[src/sv/sequence_reorder_receiver_top_assert.svh]
// assertion macros for the sequence reorder receiver
`ifndef SEQUENCE_REORDER_RECEIVER_TOP_ASSERT_SVH
`define SEQUENCE_REORDER_RECEIVER_TOP_ASSERT_SVH

// antecedent implies consequent in the same cycle
`define SRR_ASSERT_SAME(label, ante, cons, msg) \
	label: assert property (@(posedge clk) disable iff (!arst_n) (ante) |-> (cons)) \
		else $error(msg);

// antecedent implies consequent in the next cycle
`define SRR_ASSERT_NEXT(label, ante, cons, msg) \
	label: assert property (@(posedge clk) disable iff (!arst_n) (ante) |=> (cons)) \
		else $error(msg);

`endif

[src/sv/srr_pkg.sv]
// types and constants shared by the sequence reorder receiver
`default_nettype none

package srr_pkg;

	localparam int unsigned MIN_LEN = 6;
	localparam int unsigned HDR_LEN = 5;

	typedef enum logic [1:0] {
		KIND_DELIVER = 2'd0,
		KIND_ACK     = 2'd1,
		KIND_SHORT   = 2'd2,
		KIND_BEYOND  = 2'd3
	} kind_t;

	typedef enum logic [1:0] {
		ST_IDLE,
		ST_DECIDE,
		ST_DRAIN,
		ST_ACK
	} state_t;

	typedef struct packed {
		logic [10:0] packet_length;
		logic [31:0] seq;
		logic        fin;
		logic [15:0] payload_tag;
	} in_t;

	typedef struct packed {
		kind_t       kind;
		logic [31:0] part_seq;
		logic [15:0] part_tag;
		logic [10:0] part_length;
		logic        end_of_message;
		logic        last;
	} out_t;

	// one stored out-of-order part
	typedef struct packed {
		logic [15:0] tag;
		logic [10:0] length;
		logic        eom;
	} slot_t;

endpackage

`default_nettype wire

[src/sv/sequence_reorder_receiver_top.sv]
// selective-repeat receiver: in-order delivery, window store, acks and drops
`default_nettype none

// Usage
// - input channel: drive item and raise start; the word is taken at a clock edge
//   where start is high and busy is low. busy stays high until the item's last
//   result word has been issued
// - output channel: each result word sits on result for one cycle with strobe
//   high; result.last marks the final word caused by an input. the receiver
//   cannot stall this channel, so every strobe cycle must be consumed
// - the accepting edge enters the decide state, whose first result word is then registered onto result
// - a short, beyond-window, early or stored packet passes through the decide state only;
//   an in-order packet passes through decide and ack, plus the drain state for any
//   stored successors it releases. the drain is paced by the single read port of the
//   slot memory, with reads issued back to back, each in the cycle before the drain emits it
// - reset: expected sequence number 1, all slot valid bits cleared, no strobe.
//   slot payload memory is not cleared; a slot is read only while its valid bit
//   is set, so no clearing pass is needed
// - slot index tracks expected_seq mod WINDOW incrementally, so no divider is used
module sequence_reorder_receiver_top #(
	parameter int unsigned WINDOW = 16
) (
	input  wire logic         clk,
	input  wire logic         arst_n,
	input  wire logic         start,
	output logic              busy,
	input  wire srr_pkg::in_t item,
	output logic              strobe,
	output srr_pkg::out_t     result
);

	import srr_pkg::*;

	localparam int unsigned IW = (WINDOW > 1) ? $clog2(WINDOW) : 1;
	localparam int unsigned SW = IW + 1;
	localparam logic [IW-1:0] SLOT_MAX = IW'(WINDOW - 1);
	localparam logic [SW-1:0] WIN_S = SW'(WINDOW);
	localparam logic [31:0] WIN_W = 32'(WINDOW);

	// next slot index with wrap at the window size
	function automatic logic [IW-1:0] slot_inc(input logic [IW-1:0] s);
		logic [IW-1:0] r;
		if (s == SLOT_MAX) begin
			r = '0;
		end else begin
			r = s + IW'(1);
		end
		return r;
	endfunction

	// control and state registers
	state_t        state_q, state_d;
	logic [31:0]   exp_q, exp_d;
	logic [IW-1:0] exp_slot_q, exp_slot_d;
	logic [WINDOW-1:0] valid_q;

	// accepted item and precomputed compares against expected_seq
	in_t           item_q;
	logic [31:0]   diff_q;
	logic          gt_q;
	logic          eq_q;

	// slot memory and its registered read port
	slot_t         slot_mem_q [WINDOW];
	slot_t         rd_slot_s1;
	logic [31:0]   rd_seq_s1;
	logic [31:0]   rd_seq_d;

	// memory and valid bit controls
	logic          wr_en;
	logic [IW-1:0] wr_addr;
	slot_t         wr_data;
	logic          rd_en;
	logic [IW-1:0] rd_addr;

	// output register
	out_t          result_q, result_d;
	logic          strobe_q, strobe_d;

	// helper values for the decide state
	logic          accept;
	logic          is_short;
	logic          is_beyond;
	logic [SW-1:0] slot_sum;
	logic [IW-1:0] store_slot;
	logic [IW-1:0] next_slot;
	logic [IW-1:0] next_slot2;

	assign accept = start && (state_q == ST_IDLE);
	assign busy   = (state_q != ST_IDLE);
	assign strobe = strobe_q;
	assign result = result_q;

	assign is_short  = (item_q.packet_length < 11'(MIN_LEN));
	assign is_beyond = gt_q && (diff_q > WIN_W);

	// later packet lands at (exp_slot + distance) mod WINDOW, distance in 1..WINDOW
	assign slot_sum   = {1'b0, exp_slot_q} + diff_q[SW-1:0];
	assign store_slot = (slot_sum >= WIN_S) ? IW'(slot_sum - WIN_S) : IW'(slot_sum);
	assign next_slot  = slot_inc(exp_slot_q);
	assign next_slot2 = slot_inc(next_slot);

	always_ff @(posedge clk or negedge arst_n) begin
		if (!arst_n) begin
			state_q    <= ST_IDLE;
			exp_q      <= 32'd1;
			exp_slot_q <= IW'(1 % WINDOW);
			valid_q    <= '0;
			strobe_q   <= 1'b0;
		end else begin
			state_q    <= state_d;
			exp_q      <= exp_d;
			exp_slot_q <= exp_slot_d;
			strobe_q   <= strobe_d;
			if (wr_en) begin
				valid_q[wr_addr] <= 1'b1;
			end
			if (rd_en) begin
				valid_q[rd_addr] <= 1'b0;
			end
		end
	end

	// payload registers
	always_ff @(posedge clk) begin
		if (accept) begin
			item_q <= item;
			diff_q <= item.seq - exp_q;
			gt_q   <= (item.seq > exp_q);
			eq_q   <= (item.seq == exp_q);
		end
		result_q <= result_d;
		if (rd_en) begin
			rd_seq_s1 <= rd_seq_d;
		end
	end

	// slot memory, one write and one read port
	always_ff @(posedge clk) begin
		if (wr_en) begin
			slot_mem_q[wr_addr] <= wr_data;
		end
		if (rd_en) begin
			rd_slot_s1 <= slot_mem_q[rd_addr];
		end
	end

	always_comb begin
		state_d    = state_q;
		exp_d      = exp_q;
		exp_slot_d = exp_slot_q;
		strobe_d   = 1'b0;
		result_d   = '0;
		wr_en      = 1'b0;
		wr_addr    = store_slot;
		wr_data    = '{tag: item_q.payload_tag,
			length: item_q.packet_length - 11'(HDR_LEN), eom: item_q.fin};
		rd_en      = 1'b0;
		rd_addr    = exp_slot_q;
		rd_seq_d   = exp_q;

		unique case (state_q)
			ST_IDLE: begin
				if (start) begin
					state_d = ST_DECIDE;
				end
			end

			ST_DECIDE: begin
				strobe_d = 1'b1;
				priority if (is_short) begin
					result_d.kind = KIND_SHORT;
					result_d.last = 1'b1;
					state_d       = ST_IDLE;
				end else if (is_beyond) begin
					result_d.kind     = KIND_BEYOND;
					result_d.part_seq = item_q.seq;
					result_d.last     = 1'b1;
					state_d           = ST_IDLE;
				end else if (eq_q) begin
					// deliver now, then look at the successor's slot
					result_d.kind           = KIND_DELIVER;
					result_d.part_seq       = item_q.seq;
					result_d.part_tag       = item_q.payload_tag;
					result_d.part_length    = item_q.packet_length - 11'(HDR_LEN);
					result_d.end_of_message = item_q.fin;
					if (valid_q[next_slot]) begin
						rd_en      = 1'b1;
						rd_addr    = next_slot;
						rd_seq_d   = exp_q + 32'd1;
						exp_d      = exp_q + 32'd2;
						exp_slot_d = next_slot2;
						state_d    = ST_DRAIN;
					end else begin
						exp_d      = exp_q + 32'd1;
						exp_slot_d = next_slot;
						state_d    = ST_ACK;
					end
				end else begin
					// later packet stored once, earlier duplicate only acked
					if (gt_q && !valid_q[store_slot]) begin
						wr_en = 1'b1;
					end
					result_d.kind     = KIND_ACK;
					result_d.part_seq = item_q.seq;
					result_d.last     = 1'b1;
					state_d           = ST_IDLE;
				end
			end

			ST_DRAIN: begin
				// emit the slot read last cycle, issue the next read if present
				strobe_d                = 1'b1;
				result_d.kind           = KIND_DELIVER;
				result_d.part_seq       = rd_seq_s1;
				result_d.part_tag       = rd_slot_s1.tag;
				result_d.part_length    = rd_slot_s1.length;
				result_d.end_of_message = rd_slot_s1.eom;
				if (valid_q[exp_slot_q]) begin
					rd_en      = 1'b1;
					rd_addr    = exp_slot_q;
					rd_seq_d   = exp_q;
					exp_d      = exp_q + 32'd1;
					exp_slot_d = next_slot;
				end else begin
					state_d = ST_ACK;
				end
			end

			ST_ACK: begin
				strobe_d          = 1'b1;
				result_d.kind     = KIND_ACK;
				result_d.part_seq = item_q.seq;
				result_d.last     = 1'b1;
				state_d           = ST_IDLE;
			end

			default: begin
				state_d = ST_IDLE;
			end
		endcase
	end

	`include "sequence_reorder_receiver_top_assert.svh"

	// an accepted word keeps the block busy until its results are out
	`SRR_ASSERT_NEXT(a_accept_busy, start && !busy, busy, "busy not raised after accept")
	// the final word of an input is never followed directly by another word
	`SRR_ASSERT_NEXT(a_last_gap, strobe && result.last, !strobe, "word right after last")
	// only deliveries can be followed by more words of the same input
	`SRR_ASSERT_SAME(a_nondeliver_last, strobe && (result.kind != KIND_DELIVER),
		result.last, "ack or drop word without last")
	// a word that is not last means the block is still working on the input
	`SRR_ASSERT_SAME(a_more_busy, strobe && !result.last, busy, "idle with results pending")

endmodule

`default_nettype wire
[config.mk]
export PLATFORM = sky130hd
export DESIGN_NAME = sequence_reorder_receiver_top
export DESIGN_NICKNAME = d
export VERILOG_FILES = /design/src/sv/srr_pkg.sv /design/src/sv/sequence_reorder_receiver_top.sv
export VERILOG_INCLUDE_DIRS = /design/src /design/src/sv
export SDC_FILE = /design/constraint.sdc
export NUM_CORES = 1
export LEC_CHECK = 0
export BUFFER_PORTS_ARGS = -buffer_cell sky130_fd_sc_hd__buf_2
export CAP_MARGIN = 20
export CORE_ASPECT_RATIO = 1.2
export CORE_UTILIZATION = 46
export CTS_CLUSTER_SIZE = 16
export DETAILED_ROUTE_END_ITERATION = 12
export GPL_TIMING_DRIVEN = 0
export REMOVE_ABC_BUFFERS = 1
export SETUP_SLACK_MARGIN = 0.15
export SLEW_MARGIN = 20
export SYNTH_ARGS = -nofsm -noshare
export SYNTH_HDL_FRONTEND = slang
export SYNTH_SLANG_ARGS = --single-unit
[constraint.sdc]
create_clock -name clk -period 5.04 [get_ports clk]
set_input_delay 0.252 -clock clk [delete_from_list [all_inputs] [get_ports clk]]
set_output_delay 0.252 -clock clk [all_outputs]
set_load 0.02 [all_outputs]
# Yosys cells after proc, flatten, opt, wreduce, memory -nomap -nowiden
# Memories as Yosys holds them, arrays and structs flattened. A register that Yosys moved wholly into a read port is not among the register bits.
# Cells that the tools add are included.
# op_classes
addsub,8
order_cmp,10
n_eq_ne,12
muxes,70
bitwise_logic,3
reduce_logical,12
# op_table
cell,count
32-bit 2-to-1 mux,10
34-bit one-hot mux with 3 select lines,1
32-bit one-hot mux with 2 select lines,1
60-bit 2-to-1 mux,1
28-bit 2-to-1 mux,2
28-bit one-hot mux with 2 select lines,1
4-bit 2-to-1 mux,13
34-bit 2-to-1 mux,1
33-bit 2-to-1 mux,1
32-bit by 1-bit adder with 32-bit output (second input constant),1
32-bit by 2-bit adder with 32-bit output (second input constant),1
32-bit equality test,1
32-bit > comparator,1
32-bit by 5-bit > comparator with 1-bit output (second input constant),1
16-bit 2-to-1 mux,2
32-bit subtractor,1
1-bit 2-to-1 mux,22
4-bit by 5-bit < comparator with 1-bit output (second input constant),4
16-bit AND,1
16-bit NOT,1
16-bit bitwise OR,1
1-bit binary-select mux with 4-bit select,3
2-bit 2-to-1 mux,6
2-bit inequality test (second input constant),6
other kinds (21),32
# word_totals
regBits,244
ram_bits,448
output_inout_bits,65
n_memories,1
# memory_table
name,words,width,rd,rd_clocked_by_memory_dff,wr,line,text
slot_mem_q,16,28,1,1,1,sequence_reorder_receiver_top.sv:64,slot_t slot_mem_q [WINDOW];

# Depth between registers and ports, before layout
# Gate-level depths: netlist of the first run.
# depth
ltp_word,16
depth_mapped,16
ltp_nobuf,12

# Worst setup path before layout of the first run
# No wires, ideal clock.
# synth_timing
path_kind,reg2reg
from,reg diff_q[0]
to,reg valid_q[8]
arrival_time_ns,5.248
t_required_ns,4.967
path_slack_ns,-0.281
path_stages_with_launch,11
period_less_slack_ns,5.321
cell_sequence,edfxtp_1 > ha_1 > fa_1 > clkbuf_1 > mux4_2 > and2_1 > a211oi_1 > a31oi_1 > nor4_1 > nor3b_1 > o32a_1
# synth_via
elab_chain_len,15
elab_cells_between_ends,36
# synth_rtl
item,line,text
start: declaration,sequence_reorder_receiver_top.sv:59,logic [31:0] diff_q;
start signal: assignment,sequence_reorder_receiver_top.sv:128,diff_q <= item.seq - exp_q;
4-bit by 5-bit adder with 5-bit output,sequence_reorder_receiver_top.sv:98,"assign slot_sum = {1'b0, exp_slot_q} + diff_q[SW-1:0];"
4-bit by 1-bit subtractor with 4-bit output or 5-bit greater-or-equal comparator (tied branches),sequence_reorder_receiver_top.sv:99,assign store_slot = (slot_sum >= WIN_S) ? IW'(slot_sum - WIN_S) : IW'(slot_sum);
4-bit 2-to-1 mux,sequence_reorder_receiver_top.sv:99,
1-bit binary-select mux with 4-bit select,sequence_reorder_receiver_top.sv:201,if (gt_q && !valid_q[store_slot]) begin
1-bit 2-to-1 mux (implied by the code),sequence_reorder_receiver_top.sv:201,
1-bit logical NOT,sequence_reorder_receiver_top.sv:201,
1-bit logical AND,sequence_reorder_receiver_top.sv:201,
1-bit 2-to-1 mux,sequence_reorder_receiver_top.sv:201,
1-bit 2-to-1 mux,sequence_reorder_receiver_top.sv:180,end else if (eq_q) begin
1-bit 2-to-1 mux,sequence_reorder_receiver_top.sv:175,end else if (is_beyond) begin
1-bit 2-to-1 mux,sequence_reorder_receiver_top.sv:171,priority if (is_short) begin
1-bit 2-to-1 mux,sequence_reorder_receiver_top.sv:162,unique case (state_q)
16-bit 2-to-1 mux,sequence_reorder_receiver_top.sv:115,if (wr_en) begin
16-bit AND (no line),-,
16-bit 2-to-1 mux *,sequence_reorder_receiver_top.sv:118,if (rd_en) begin
end signal: assignment,sequence_reorder_receiver_top.sv:108,valid_q <= '0;
end signal: indexed assignment,sequence_reorder_receiver_top.sv:116,valid_q[wr_addr] <= 1'b1;
end signal: indexed assignment,sequence_reorder_receiver_top.sv:119,valid_q[rd_addr] <= 1'b0;
end: declaration,sequence_reorder_receiver_top.sv:55,logic [WINDOW-1:0] valid_q;
# Mark *: on every way between the ends. The rest lies on a longest branch, timed or not. The select of a mux whose other input is x is not followed.
# A chain may end at the register's enable or synchronous reset.

# Worst setup path after layout of the first run
# layout_timing
from,reg exp_slot_q[0]
to,reg rd_slot_s1[10] (netlist name)
# layout_via
elab_chain_len,9
elab_cells_between_ends,18
# layout_rtl
item,line,text
start: declaration,sequence_reorder_receiver_top.sv:54,"logic [IW-1:0] exp_slot_q, exp_slot_d;"
start signal: assignment,sequence_reorder_receiver_top.sv:107,exp_slot_q <= IW'(1 % WINDOW);
start signal: assignment,sequence_reorder_receiver_top.sv:113,exp_slot_q <= exp_slot_d;
4-bit by 1-bit adder with 4-bit output or 4-bit equality test (tied branches),"sequence_reorder_receiver_top.sv:46, sequence_reorder_receiver_top.sv:43",
4-bit 2-to-1 mux,sequence_reorder_receiver_top.sv:43,if (s == SLOT_MAX) begin
1-bit binary-select mux with 4-bit select,sequence_reorder_receiver_top.sv:187,if (valid_q[next_slot]) begin
1-bit 2-to-1 mux (implied by the code),sequence_reorder_receiver_top.sv:187,
1-bit 2-to-1 mux or 4-bit 2-to-1 mux (tied branches),sequence_reorder_receiver_top.sv:187,
1-bit 2-to-1 mux or 4-bit 2-to-1 mux (tied branches),sequence_reorder_receiver_top.sv:180,
1-bit 2-to-1 mux or 4-bit 2-to-1 mux (tied branches),sequence_reorder_receiver_top.sv:175,
1-bit 2-to-1 mux or 4-bit 2-to-1 mux (tied branches),sequence_reorder_receiver_top.sv:171,
1-bit one-hot mux with 2 select lines or 4-bit 2-to-1 mux (tied branches),-,
# Parallel ways exist; a longest one is shown, timed or not. The select of a mux whose other input is x is not followed.

==> reports/results.tsv, run 1 <==
metric	value	unit
outcome	complete, no violations	
Power Density	558	nW/µm²
CP Cell Sequence	inv_1, ha_1, inv_2, mux4_2, a32oi_2, and3_4, nor3_4, buf_4, buf_4, mux2_8, buf_16, a22o_1, nor3_1, nor4_2	
CTS tree	yes	
sequential share of power	0.391	
largest net degree at the start of global routing	83	
Final Instance Area	35000	µm²
hold crit path type	primary input to register	
CP delay by family, top	buffers and inverters	
largest stage delay on the critical path	0.76	ns
Routed Wire Length	76000	µm
syn avg cell area	15.0	µm²
root buf cell	clkbuf_16	
Sw Pwr	0.00649	W
count of input and output buffers	127	
cts bufs inserted	72	
Yosys reg bits	720	
Clock Path Buffers	3	
diodes inserted	0	
sequential fraction of the synthesis area	0.710	
number of global-route vias before repair	18193	
CTS clk-pin slew, worst paths	0.07	ns
CP Data Arrival Time	5.06	ns
H-tree Lvls	3	
standby leakage power	12.3	nW
worst path required time	5.40	ns
# DRC	0	
Cell Area, Synth	29200	µm²
final setup violation count	0	
CP Capture Type	register	
num rows	100	
initial antenna violation count	0	
number of fillers in the final layout	4896	
Startpoint Class	register	
initial core utilization	0.468	
placer congestion estimate	0.865	
clock power share	0.283	
DR vias	18010	
crit path max fanout	45	
Tmin final	4.70	ns
actual slew at the worst max-slew pin	1.08	ns
Die Span Y	278	µm
drt wl/cell	25.0	µm
Comb pwr share	0.326	
Worst R2R Setup Slack	0.34	ns
Final Cycle Share	0.933	
1st-iter DRT viols	1490	
DP HPWL	45800	µm
Worst path most repeated cell	buf_4	
Rel. slew slack	0.277	
Post-synth EDFFs	602	
gr ovfl total	0	
post-synth cell types	75	
Post-Place Cells	2842	
Syn. warnings	0	
Async S/R FF share, synth	0.0764	
Layout Nets	2281	
vias per cell	5.91	
Pwr Total	0.0196	W
Switching Fraction	0.332	
clock sink count	720	
worst vdd ir	0.369	mV
P_int	0.0131	W
die width	232	µm
Top FF cell, synth	edfxtp_1	
CP max-delay cell	dfstp_4	
final hold vios	0	
first-pass GRT wire length	113000	µm
Final Slew Violations	0	
Core ar.	62300	µm²
synthesized instance count	1944	
MaxCap Viol Count	0	
WS Path Type	register to register	
Finished Core Util	0.562	
skew final	0.0358	ns
clk_lat worst skew	0.62	ns
drt pass-1 iters	5	
placed cell areas	31800	µm²
RSZ-0062 raised after global routing	no	
share of layout cells above drive strength 1	0.166	
Max Fclk	213	MHz
P&R area growth vs syn	20.1	%
critical path buffer and inverter count	5	
die area	64400	µm²
antenna viol nets, final	0	
GRT Total Usage	0.237	
Ports	128	
Post-Layout Cell Count	3045	
-- what timing repair did --
action                                  in CTS  in global routing
endpoints found under the setup margin      96                 65
hold buffers                                61                  0
pin swaps                                    1                  1
cloned                                       1                  1
setup buffers                                5                  3
resized for setup                            6                  3
hold endpoints to repair                   113                  0
-- sequential cells by signal, indices dropped and copies added (netlist names), named ones only --
name,flops
gt_q,1
exp_q,32
rd_seq_s1,32
valid_q,16
state_q,1
diff_q,32
eq_q,1
rd_slot_s1,28
strobe,1
result,63
slot_mem_q,448
item_q,60
exp_slot_q,4
-- per-layer routing --
layer	vias up	part of all wire	routed length [µm]	track usage
li1	8099	-	-	-
met4	0	0.035	2680	0.0948
met2	630	0.50	38000	0.400
met5	-	0	0	0
met3	152	0.052	3970	0.0298
met1	9129	0.41	31400	0.309
-- layout by cell type (no fill, tap or decap), types with 12 or more instances in the layout --
| cell | Yosys | final |
|---|---|---|
| buf_2 | 24 | 127 |
| clkbuf_1 | 56 | 13 |
| a22o_1 | 256 | 256 |
| nand3_1 | 27 | 27 |
| nor4_1 | 43 | 42 |
| dfxtp_1 | 63 | 63 |
| and3_1 | 15 | 12 |
| nor3_1 | 135 | 135 |
| o32a_1 | 16 | 16 |
| xor2_1 | 15 | 13 |
| a22oi_1 | 29 | 29 |
| nor2_1 | 71 | 56 |
| nor2b_1 | 46 | 45 |
| nand4_1 | 18 | 18 |
| nand2_1 | 71 | 70 |
| nor2_4 | 0 | 15 |
| edfxtp_1 | 602 | 602 |
| buf_16 | 0 | 33 |
| clkinv_1 | 1 | 15 |
| inv_1 | 58 | 57 |
| o21ai_0 | 23 | 22 |
| clkbuf_16 | 0 | 76 |
| xnor2_1 | 85 | 79 |
| ha_1 | 45 | 42 |
| a21oi_1 | 36 | 36 |
| a21o_1 | 16 | 16 |
| buf_4 | 10 | 14 |
| dlygate4sd3_1 | 0 | 61 |
| dfrtp_1 | 53 | 52 |
-- kinds of logic (layout without fill, tap and decap cells) --
family	count (synthesis)	in the layout	share of synthesized area
buffers and inverters	158	443	0.0234
AND/OR/NAND/NOR	465	465	0.0831
XOR/XNOR	100	100	0.0300
adder cells (fa/ha/maj)	47	47	0.0207
AO/OA/AOI/OAI	429	429	0.119
flip-flops	720	720	0.710
multiplexers	25	25	0.0136
-- cell usage after synthesis, drive strengths merged (18+ instances only) --
library cell  instances  area (µm²)
nor4                 46         307
inv                  59         221
a22oi                29         218
clkbuf               56         210
nor3                136         692
a22o                256        2240
nor2                 71         267
nand3                27         135
dfxtp                63        1260
a21oi                36         180
nor2b                46         288
nand2                71         267
dfrtp                53        1330
nand4                18         113
xnor2                85         744
o21ai                25         125
edfxtp              602       18100
buf                  42         248
ha                   45         563
-- tightest hold or removal path: stages --
cell    delay (ns)
buf_2         0.09
o21a_1        0.12
o22a_1        0.13
-- worst paths after layout --
kind / from / to / depth (start not counted)
setup / recovery: exp_slot_q[0]$_DFFE_PN1P_ / rd_slot_s1[10]$_DFFE_PN_ / 14
hold / removal: start / state_q[0]$_DFFE_PN0P_ / 3
setup reg to reg: exp_slot_q[0]$_DFFE_PN1P_ / rd_slot_s1[10]$_DFFE_PN_ / 14
hold reg to reg: item_q[40]$_DFFE_PP_ / result[52]$_DFF_P_ / 1
max in group asynchronous: arst_n / exp_slot_q[1]$_DFFE_PN0P_ / 2
min in group asynchronous: arst_n / exp_q[16]$_DFFE_PN0P_ / 2
-- power by group through the flow --
stage | sequential [W] | clock [W] | combinational, W
3_3_place_gp | 0.00777 | 0 | 0.00511
2_1_floorplan | 0.00789 | 0 | 0.00355
6_report | 0.00765 | 0.00553 | 0.00639
3_5_place_dp | 0.00776 | 0 | 0.00618
5_1_grt | 0.00771 | 0.00585 | 0.00682
4_1_cts | 0.00765 | 0.00563 | 0.00633
-- cell type report --
cell class,count,area (µm²),area share
inverter,60,228,0.00650
tap,816,1020,0.0291
timing repair buffer,251,2540,0.0726
multi-input combinational,1066,8090,0.231
clock inverter,39,437,0.0125
sequential,720,20700,0.591
clock buffer,93,1990,0.0569
-- through the flow --
step | hold slack, ns | setup TNS [ns] | worst slack [ns]
2_1_floorplan | -0.0436 | -96.28 | -3.17
3_3_place_gp | 0.428 | -1079.35 | -9.40
3_5_place_dp | 0.381 | -26.85 | -0.821
4_1_cts | 0.00826 | 0 | 0.172
5_1_grt | 0.0485 | 0 | 0.152
6_report | 0.0329 | 0 | 0.336
No activity file was read; power rests on OpenSTA's default activity.
==> inputs of run 2 (changes only) <==
Settings changed: CORE_UTILIZATION 46 to 30.
==> reports/results.tsv, run 2 (synthesis results as in run 1) <==
metric	value	unit	change
final setup violation count	0		unchanged
placer congestion estimate	0.878		+1.5%
CP Capture Type	register		
hold crit path type	primary input to asynchronous set/reset pin		
Final Cycle Share	0.937		+0.00408
Core ar.	95700	µm²	+54%
DR vias	18307		+1.6%
Tmin final	4.72	ns	+0.0206 ns
root buf cell	clkbuf_16		
clock sink count	720		unchanged
Final Slew Violations	0		unchanged
Finished Core Util	0.375		-0.187
actual slew at the worst max-slew pin	1.13	ns	+0.0491 ns
Post-Layout Cell Count	3503		+15%
worst vdd ir	0.315	mV	-15%
cts bufs inserted	74		+2.8%
Layout Nets	2290		+0.39%
register name with the most flops	slot_mem_q		
Die Span Y	344	µm	+24%
largest net degree at the start of global routing	85		+2.4%
first-pass GRT wire length	116000	µm	+1.9%
CTS tree	yes		
Routed Wire Length	78900	µm	+3.8%
initial antenna violation count	5		+5
Setup WS pre-CTS	-0.950	ns	-0.129 ns
commonest non-fill, non-tap cells in the layout	602 x edfxtp_1, 256 x a22o_1, 135 x nor3_1		
H-tree Lvls	3		unchanged
Rel. slew slack	0.243		-0.0338
Worst R2R Setup Slack	0.32	ns	-0.02 ns
MaxCap Viol Count	0		unchanged
count of input and output buffers	127		unchanged
drt wl/cell	22.5	µm	-9.8%
skew final	0.0294	ns	-0.00641 ns
DP HPWL	50400	µm	+9.9%
outcome	complete, no violations		
drt pass-1 iters	5		unchanged
1st-iter DRT viols	1686		+13%
vias per cell	5.23		-12%
number of fillers in the final layout	8776		+79%
Post-Place Cells	3290		+16%
initial core utilization	0.305		-0.163
GRT Total Usage	0.156		-0.0806
WS Path Type	register to register		
share of layout cells above drive strength 1	0.171		+0.00573
setup slack after layout	0.316	ns	-0.0206 ns
Startpoint Class	register		
FF+latch area	20700	µm²	unchanged
P&R area growth vs syn	23.2	%	
WHS	0.239	ns	+0.206 ns
num rows	124		+24%
busiest grt layer	met2		
die width	287	µm	+24%
CP Data Arrival Time	5.09	ns	+0.03 ns
worst path required time	5.41	ns	about the same
# DRC	0		unchanged
number of global-route vias before repair	18408		+1.2%
GRT met3 Usage	0.0288		-0.00103
GR Util met1	0.207		-0.103
CTS clk-pin slew, worst paths	0.07	ns	about the same
Power Density	554	nW/µm²	-0.82%
die area	98500	µm²	+53%
final hold vios	0		unchanged
Ports	128		unchanged
Pwr Total	0.0199	W	+1.8%
multi-input logic area	8070	µm²	-0.17%
gr ovfl total	0		unchanged
max FFs per register	448		unchanged
crit path max fanout	43		-4.4%
clk_lat worst skew	0.63	ns	about the same
commonest non-fill, non-tap cell in the layout	edfxtp_1		
antenna viol nets, final	0		unchanged
Clock Path Buffers	3		unchanged
RSZ-0062 raised after global routing	yes		
met2 GRT Util	0.259		-0.141
standby leakage power	12.5	nW	+1.1%
Max Fclk	212	MHz	-0.44%
run 2: layout make-up:
cell class / count / area share
Clock inverter: 45 / 0.0174
Timing Repair Buffer: 258 / 0.0759
Inverter: 60 / 0.00640
Sequential cell: 720 / 0.577
Antenna cell: 1 / 0.0000696
Clock buffer: 93 / 0.0552
Tap cell: 1260 / 0.0439
Multi-Input combinational cell: 1066 / 0.225
run 2: routing by layer:
metal  vias up  part of all wire  wire, µm
met5         -           0.00096        76
met4        10             0.028      2230
met3       158             0.069      5480
met2       822              0.49     38400
met1      9207              0.41     32700
li1       8110                 -         -
run 2: critical path: stages, from the launching register on:
cell	delay (ns)
dfstp_4	0.76
ha_2	0.36
a31oi_4	0.25
mux2i_1	0.21
or4_4	0.56
and3_4	0.21
nor3_4	0.18
buf_4	0.18
buf_4	0.23
mux2_8	0.51
bufbuf_16	0.39
a22o_1	0.26
nor3_1	0.25
nor4_1	0.07
run 2: final timing paths:
| path | start | to | depth (start not counted) |
|---|---|---|---|
| max | exp_slot_q[0]$_DFFE_PN1P_ | rd_slot_s1[20]$_DFFE_PN_ | 13 |
| min reg2reg | item_q[20]$_DFFE_PP_ | result[32]$_DFF_P_ | 1 |
| min | arst_n | exp_q[17]$_DFFE_PN0P_ | 2 |
| max in group asynchronous | arst_n | exp_slot_q[1]$_DFFE_PN0P_ | 2 |
| min in group clk | item[4] | item_q[4]$_DFFE_PP_ | 2 |
| max reg2reg | exp_slot_q[0]$_DFFE_PN1P_ | rd_slot_s1[20]$_DFFE_PN_ | 13 |
run 2: report_power, final:
| part | leakage, nW | total, W | switching, W | internal, W |
|---|---|---|---|---|
| clock network | 1.26 | 0.00584 | 0.00238 | 0.00346 |
| logic | 4.43 | 0.00640 | 0.00386 | 0.00254 |
| registers | 6.76 | 0.00767 | 0.000394 | 0.00728 |
| total | 12.5 | 0.0199 | 0.00663 | 0.0133 |
run 2: stage by stage:
stage               instance area, µm²  TNS (ns)
floorplan                        28700    -96.28
global placement                 30900  -1047.91
detailed placement               32500    -34.63
CTS                              35800         0
global route                     35900         0
finish                           35900         0
run 2: what timing repair did:
action,4_1_cts,5_1_grt
pin swaps,1,0
setup endpoints to repair,110,49
resized for setup,6,4
buffers inserted,9,0
cloned,1,1
hold endpoints to repair,114,0
hold buffers,62,0
